<file path="src/hw/rtl/kf2_pkg.sv">
// Package with shared types, constants and an arithmetic helper of the Kalman filter.
package kf2_pkg;

  localparam int unsigned WordW = 32;
  localparam int unsigned CfgW  = 31;
  localparam int unsigned IdxW  = 2;

  localparam logic [IdxW-1:0] RegTimeStep     = 2'd0;
  localparam logic [IdxW-1:0] RegProcessNoise = 2'd1;
  localparam logic [IdxW-1:0] RegMeasureNoise = 2'd2;

  localparam logic [CfgW-1:0] TimeStepRst     = 31'd0;
  localparam logic [CfgW-1:0] ProcessNoiseRst = 31'd6554;
  localparam logic [CfgW-1:0] MeasureNoiseRst = 31'd20316;

  localparam logic signed [WordW-1:0] SatMax = 32'sh7FFF_FFFF;
  localparam logic signed [WordW-1:0] SatMin = 32'sh8000_0000;

  // Micro-operation codes issued by the controller.
  typedef enum logic [5:0] {
    U_XP0, U_XP1, U_BQ0, U_BQ1, U_PP0, U_PP1, U_PP2, U_PP3,
    U_RDT, U_R00, U_S, U_DET, U_DIV0, U_DIV1, U_DIV2, U_DIV3,
    U_K00, U_K01, U_K10, U_K11, U_E, U_X0, U_X1,
    U_C0, U_C1, U_C2, U_C3, U_NONE
  } uop_t;

  typedef struct packed {
    logic start_div;
    logic load;
    logic clear;
    logic step;
    uop_t uop;
  } kf2_cmd_t;

  typedef struct packed {
    logic div_done;
    logic singular;
  } kf2_sts_t;

  function automatic logic signed [WordW-1:0] sat32(input logic signed [65:0] v);
    if (v > 66'sd2147483647) return SatMax;
    else if (v < -66'sd2147483648) return SatMin;
    else return v[WordW-1:0];
  endfunction

endpackage

</file>
<file path="src/hw/rtl/kf2_ctrl.sv">
// Controller state machine that sequences the filter micro-operations.
module kf2_ctrl (
  input  logic              clk,
  input  logic              rst_n,
  input  logic              in_go,
  input  logic              in_func,
  input  logic              out_free,
  input  kf2_pkg::kf2_sts_t sts,
  output kf2_pkg::kf2_cmd_t cmd,
  output logic              in_rdy,
  output logic              res_valid,
  output logic              res_singular
);
  import kf2_pkg::*;

  typedef enum logic [4:0] {
    S_IDLE = 5'b00001,
    S_RUN  = 5'b00010,
    S_WDIV = 5'b00100,
    S_DONE = 5'b01000,
    S_HOLD = 5'b10000
  } state_t;

  state_t state_r, state_nxt;
  uop_t   uop_r, uop_nxt;
  logic   sing_r, sing_nxt;

  always_comb begin
    state_nxt = state_r;
    uop_nxt = uop_r;
    sing_nxt = sing_r;
    cmd = '{start_div: 1'b0, load: 1'b0, clear: 1'b0, step: 1'b0, uop: uop_r};
    in_rdy = 1'b0;
    res_valid = 1'b0;
    case (state_r)
      S_IDLE: begin
        in_rdy = out_free;
        if (in_go) begin
          cmd.load = 1'b1;
          sing_nxt = 1'b0;
          if (in_func) begin
            cmd.clear = 1'b1;
            state_nxt = S_DONE;
          end else begin
            uop_nxt = U_XP0;
            state_nxt = S_RUN;
          end
        end
      end
      S_RUN: begin
        cmd.step = 1'b1;
        uop_nxt = uop_t'(uop_r + 1'b1);
        case (uop_r)
          U_DET: state_nxt = S_RUN;
          U_DIV0, U_DIV1, U_DIV2, U_DIV3: begin
            if (uop_r == U_DIV3) uop_nxt = U_K00;
            state_nxt = (uop_r == U_DIV3) ? S_RUN : S_WDIV;
          end
          U_C3: state_nxt = S_DONE;
          default: ;
        endcase
        if (uop_r == U_DET) begin
          cmd.step = 1'b1;
          uop_nxt = U_DIV0;
          state_nxt = S_WDIV;
        end
      end
      S_WDIV: begin
        // Unless singular, the divider starts on the new numerator select.
        if (uop_r == U_DIV0 && sts.singular) begin
          sing_nxt = 1'b1;
          state_nxt = S_DONE;
        end else begin
          cmd.start_div = 1'b1;
          state_nxt = S_HOLD;
        end
      end
      S_HOLD: begin
        if (sts.div_done) state_nxt = S_RUN;
      end
      S_DONE: begin
        res_valid = 1'b1;
        state_nxt = S_IDLE;
      end
      default: state_nxt = S_IDLE;
    endcase
  end

  always_ff @(posedge clk) begin
    if (!rst_n) begin
      state_r <= S_IDLE;
      uop_r <= U_XP0;
      sing_r <= 1'b0;
    end else begin
      state_r <= state_nxt;
      uop_r <= uop_nxt;
      sing_r <= sing_nxt;
    end
  end

  assign res_singular = sing_r;

endmodule

</file>
<file path="config.mk">
export PLATFORM = sky130hd
export DESIGN_NAME = kf2_ctrl
export DESIGN_NICKNAME = d
export VERILOG_FILES = /design/src/hw/rtl/kf2_pkg.sv /design/src/hw/rtl/kf2_ctrl.sv
export SDC_FILE = /design/constraint.sdc
export NUM_CORES = 1
export LEC_CHECK = 0
export BUFFER_PORTS_ARGS = -buffer_cell sky130_fd_sc_hd__buf_2
export CORE_MARGIN = 2
export CORE_UTILIZATION = 52
export DETAILED_ROUTE_END_ITERATION = 8
export PLACE_DENSITY = 0.83
export SLEW_MARGIN = 20
export SYNTH_ARGS = -nofsm -noshare
export SYNTH_HDL_FRONTEND = slang
export SYNTH_SLANG_ARGS = --single-unit
</file>
<file path="constraint.sdc">
create_clock -name clk -period 2.05 [get_ports clk]
set_clock_uncertainty 0.1 [all_clocks]
set_input_delay 0.1025 -clock clk [delete_from_list [all_inputs] [get_ports clk]]
set_output_delay 0.1025 -clock clk [all_outputs]
set_load 0.02 [all_outputs]
</file>
; After elaboration in Yosys (flattened, before gate mapping)
; Cells that the tools add are included.
; Widths: inputs -> output; s select.
[classes]
add_sub_neg = 1
eq_ne = 16
muxes = 25
n_reduce_logical = 7
[ops]
columns = cell, n
row1 = $eq 6x4->1 const B, 5
row2 = $mux 6, 5
row3 = $mux 5, 4
row4 = $pmux 5 s4, 1
row5 = $pmux 6 s2, 1
row6 = $pmux 5 s2, 1
row7 = $reduce_and 3->1, 3
row8 = $mux 1, 8
row9 = $ne 2x2->1 const B, 4
row10 = $add 6x1->6 const B, 1
row11 = $eq 6x5->1 const B, 1
row12 = $eq 5x1->1 const B, 1
row13 = $eq 5x2->1 const B, 1
row14 = $eq 5x3->1 const B, 1
row15 = $eq 5x4->1 const B, 1
row16 = $eq 5x5->1 const B, 1
row17 = $mux 2, 2
row18 = $mux 4, 1
row19 = $ne 4x2->1 const B, 1
row20 = $reduce_bool 2->1, 2
row21 = $reduce_or 4->1, 1
row22 = $mux 3, 1
row23 = $pmux 1 s2, 1
row24 = $logic_and 1x1->1, 1
[word_totals]
regBits = 12
input_bits = 7
output_inout_bits = 13
word_cells = 52

; Depth between registers and ports, before layout
[depth]
ltp_word = 5
mapped_depth = 7
mapped_depth_nobuf = 7

; Worst setup path before layout
; OpenSTA, ideal clock, no wires.
[synth_path]
path_kind = flip-flop to flip-flop
start = register uop_r[0]
end = register state_r[1]
setup_ns = 0.070
arrival_time_ns = 1.721
required_time_ns = 1.880
path_slack_ns = 0.159
stages_incl_launch_ff = 7
path_buffers = 0
period_less_slack_ns = 1.891
cell_sequence = dfxtp_1 -> inv_1 -> ha_1 -> o32a_1 -> o21ai_0 -> o21ai_0 -> a21oi_1
[synth_between]
elab_chain_cells = 5
elab_cells_between_ends = 13
cone_classes = eq/ne: 7 / mux: 4 / reduce/logical: 2
[synth_rtl]
columns = item, line_no
row1 = start: declaration, kf2_ctrl.sv:25  ; uop_t uop_r, uop_nxt;
row2 = start signal: assignment, kf2_ctrl.sv:96  ; uop_r <= uop_nxt;
row3 = "$eq 6x4->1, on equally long branches", "kf2_ctrl.sv:53, kf2_ctrl.sv:57"
row4 = $reduce_or 4->1 or $mux 3 (tied branches), "kf2_ctrl.sv:53, kf2_ctrl.sv:57"
row5 = $pmux 5 s2, kf2_ctrl.sv:53  ; case (uop_r)
row6 = $mux 5, kf2_ctrl.sv:62  ; if (uop_r == U_DET) begin
row7 = $pmux 5 s4, kf2_ctrl.sv:35  ; case (state_r)
row8 = end signal: assignment, kf2_ctrl.sv:95  ; state_r <= state_nxt;
row9 = end: declaration, kf2_ctrl.sv:24  ; state_t state_r, state_nxt;
; Several ways; a longest one is shown, not always the timed one. The select of a mux whose other input is x is not followed.
; A chain may end at the register's enable or synchronous reset.

==> run_results.csv <==
group,metric,value,unit
status,status,"completed",
grt,vias_in_the_first_global_route,784,
synth,synth_top_family_by_area,"simple AND/OR/NAND/NOR gates",
die,design.portCount,20,
synth,number_of_synthesized_flops_with_an_enable_pin,0,
timing,max_freq,0.533,GHz
critical_path,critPathArrivalTime,1.67,ns
clock_tree,postCtsSetupBuffers,0,
clock_tree,cts_buffers,3,
synth,synth.yosys.seq_area_share,27.8,%
grt,antenna_found_initial,0,
pwr,switching_share,36.8,%
timing,maxSlewViolCount,0,
detailed_routing,drcViolationCount,0,
synth,synthAdderAreaFrac,5.80,%
synth,netlist_instances,108,
critical_path,path_class,"reg2out",
detailed_routing,initialDrtViolationCount,39,
grt,global_route_wire_length_before_repair,3400,um
detailed_routing,number_of_vias_after_detailed_routing,874,
placed_design,detailed_place_hpwl,1460,um
layout,layout.cells.non_filler,141,
timing,finalWorstPathRequiredPeriod,1.88,ns
synth,post_synth_xor_area_fraction,1.01,%
synth,asyncSetResetFlopFracSynth,0,%
timing,min_period_over_period,91.5,%
timing,setup-tns-final,0,ns
clock_tree,clk_lat_worst_skew,0.28,ns
die,initial_utilization,56.7,%
synth,synth_top_flop_cell,"sky130_fd_sc_hd__dfxtp_1",
pwr,power.net_switching,0.228,mW
hold_path,worstHoldPathCells,2,
timing,worst_slew_pin_slew,0.306,ns
detailed_routing,drt-pass1-iter-count,4,
pwr,ir_worst_vdd,0.000418,V
clock_tree,cts_tree,"built",
synth,synth.net_count,119,
hold_path,min-delay-start,"rst_n",
die,floorplan.die_area,2000,um2
clock_tree,cts_sinks,12,
critical_path,crit_fanout,7,
hold_path,worst_hold_path_type,"in2reg",
detailed_routing,wl_per_cell,14.0,um
run,maxCapViolations,0,
die,chipWidth,44.7,um
layout,area_growth,13.6,%
detailed_routing,drt-total-wl,1970,um
critical_path,regToRegSetupSlack,0.21,ns
clock_tree,clock-root-buffer,"sky130_fd_sc_hd__clkbuf_4",
pwr,power.sequential.fraction,44.0,%
hold_path,hold_path_end,"uop_r[4]$_SDFFE_PN0P_",
synth,synthSimpleGateAreaFrac,32.2,%
clock_tree,path_clk_slew,0.08,ns
timing,unrepaired_setup_endpoints_after_global_routing,"no",
placed_design,io_buffers,19,
timing,timing.max_slew.rel_slack,79.4,%
pwr,internal_power,0.391,mW
grt,grt_max_degree,12,
critical_path,cp-start-kind,"flop",
critical_path,timing.critical_path.required,1.85,ns
critical_path,worst-r2r-cell-count,6,
synth,synth_mux_area_share,2.46,%
synth,postSynthAreaPerCell,7.99,um2
pwr,power.share.combinational,31.6,%
pwr,pwr_density_cell,631,nW/um2
detailed_routing,drt-vias-per-instance,6.20,
critical_path,critical_path.reg2reg.startpoint,"uop_r[0]$_SDFFE_PN0P_",
layout,fin_nets,138,
layout,insertedDiodeCount,0,
clock_tree,clockBufferDepth,2,
grt,grt_util_all_layers,23.4,%
die,design.core.area,1520,um2
timing,finalSetupViolCount,0,
placed_design,dpl.cell_count,137,
clock_tree,count_of_h_tree_levels_built_during_cts,1,
synth,syn-cell-area,863,um2
pwr,static-leakage-power,0.405,nW
layout,num-fill-cells,118,
synth,synth-compound-area-share,24.2,%
timing,timing_hold_violations_final,0,
grt,grt_overflow,0,
synth,yosys_register_bits,12,
detailed_routing,drtAntennaViolNets,0,
critical_path,crit-reg2reg-capture,"state_r[1]$_SDFFE_PN0P_",
critical_path,kind_of_end_point_of_the_critical_path,"primary output",
synth,synth_warnings,0,
die,core.rowCount,14,
layout,share_of_layout_cells_above_drive_strength_1,26.4,%
pwr,clock_power_share,24.4,%
die,die-height,44.7,um
placed_design,place_congestion,0.956,
synth,post_synth_num_cell_types,42,
logic make-up (layout without fill, tap and decap cells):
| family | count (synthesis) | after routing |
|---|---|---|
| compound gates | 29 | 29 |
| simple gates | 48 | 48 |
| mux | 2 | 2 |
| xor+xnor | 1 | 1 |
| fa+ha+maj | 4 | 4 |
| flops | 12 | 12 |
| buf+inv | 12 | 29 |
flip-flops by register name (all words and copies together) (netlist names):
signal	cells
uop_r	6
res_singular	1
state_r	5
synth_stat cells (2+ instances only):
cell type                   n  area (um2)
sky130_fd_sc_hd__a22oi_1    2        15.0
sky130_fd_sc_hd__buf_2      2        10.0
sky130_fd_sc_hd__a21oi_1    3        15.0
sky130_fd_sc_hd__a31oi_1    2        12.5
sky130_fd_sc_hd__nand2b_1   2        12.5
sky130_fd_sc_hd__a21boi_0   3        22.5
sky130_fd_sc_hd__o21ai_0   11        55.1
sky130_fd_sc_hd__nand3_1    3        15.0
sky130_fd_sc_hd__inv_1      4        15.0
sky130_fd_sc_hd__nand3b_1   2        15.0
sky130_fd_sc_hd__nor2_2     2        12.5
sky130_fd_sc_hd__nand4_1    3        18.8
sky130_fd_sc_hd__nor4_1     2        12.5
sky130_fd_sc_hd__nor2_1     9        33.8
sky130_fd_sc_hd__nand2_1    6        22.5
sky130_fd_sc_hd__nor2b_1    4        25.0
sky130_fd_sc_hd__ha_1       4        50.1
sky130_fd_sc_hd__nor3_1     3        15.0
sky130_fd_sc_hd__clkbuf_1   3        11.3
sky130_fd_sc_hd__dfxtp_1   12         240
sky130_fd_sc_hd__and2_1     4        25.0
sky130_fd_sc_hd__and3_1     2        12.5
worst max-delay path by stage:
stage	slack [ns]	depth (start not counted)	startpoint	to
2_1_floorplan	0.16	6	uop_r[0]$_SDFFE_PN0P_	state_r[1]$_SDFFE_PN0P_
3_3_place_gp	0.23	6	uop_r[0]$_SDFFE_PN0P_	state_r[1]$_SDFFE_PN0P_
3_5_place_dp	0.12	6	uop_r[0]$_SDFFE_PN0P_	state_r[1]$_SDFFE_PN0P_
4_1_cts	0.11	6	uop_r[0]$_SDFFE_PN0P_	state_r[1]$_SDFFE_PN0P_
5_1_grt	0.02	6	uop_r[0]$_SDFFE_PN0P_	state_r[1]$_SDFFE_PN0P_
6_report	0.17	4	state_r[4]$_SDFFE_PN0P_	cmd[7]
power by group through the flow:
stage                     clock [mW]  combinational (mW)  sequential, mW
final                          0.151               0.195           0.272
after global routing           0.159               0.221           0.275
after CTS                      0.151               0.194           0.271
after detailed placement           0               0.193           0.277
after global placement             0               0.190           0.276
after floorplan                    0               0.171           0.259
cell usage in the layout (no fill, tap or decap), drive strengths merged, types with 2 or more instances in the layout:
cell type | netlist | final
and3 | 2 | 2
nor3 | 3 | 3
a22oi | 2 | 2
inv | 5 | 5
o21ai | 12 | 12
nand4 | 3 | 3
nand2 | 6 | 6
nor4 | 2 | 2
a31oi | 2 | 2
nor2 | 12 | 12
clkbuf | 4 | 3
dfxtp | 12 | 12
nand3b | 2 | 2
nand2b | 2 | 2
and2 | 4 | 4
nand3 | 4 | 4
a21boi | 3 | 3
ha | 4 | 4
nor2b | 4 | 4
a21oi | 3 | 3
buf | 3 | 20
cell type report:
type / instances / area [um2] / area share (%)
Tap cell: 16 / 20.0 / 2.04
Sequential cell: 12 / 240 / 24.5
Multi-Input combinational cell: 84 / 567 / 57.8
Timing Repair Buffer: 21 / 113 / 11.5
Clock buffer: 3 / 22.5 / 2.30
Inverter: 5 / 18.8 / 1.91
metal layers:
metal | track usage [%] | share of wire, % | up-vias
li1 | - | - | 424
met1 | 29.8 | 45 | 413
met2 | 35.7 | 47 | 33
met3 | 6.40 | 5.7 | 4
met4 | 12.7 | 1.7 | 0
met5 | 0 | 0 | -
critical path: stages, from the launching register on:
cell                      delay [ns]
sky130_fd_sc_hd__dfxtp_1        0.38
sky130_fd_sc_hd__or4_4          0.57
sky130_fd_sc_hd__nor2_4         0.13
sky130_fd_sc_hd__and2_1         0.14
sky130_fd_sc_hd__buf_2          0.16
stage by stage:
stage	setup WS, ns	util (%)	hold WS, ns	cell area (um2)	power (mW)
after floorplan	0.159	-	0.106	863	0.430
after global placement	0.231	62.2	0.245	948	0.466
after detailed placement	0.122	62.2	0.247	948	0.469
after CTS	0.108	64.4	0.0615	981	0.617
after global routing	0.0227	64.4	0.0708	981	0.655
final	0.175	64.4	0.0695	981	0.619
timing repair:
| item | CTS | global route |
|---|---|---|
| gates resized for setup | 0 | 1 |
| setup endpoints to repair | 0 | 1 |
| endpoints found under the hold margin | 1 | 0 |
| hold buffers | 1 | 0 |
Power figures use the tool's default switching activity.
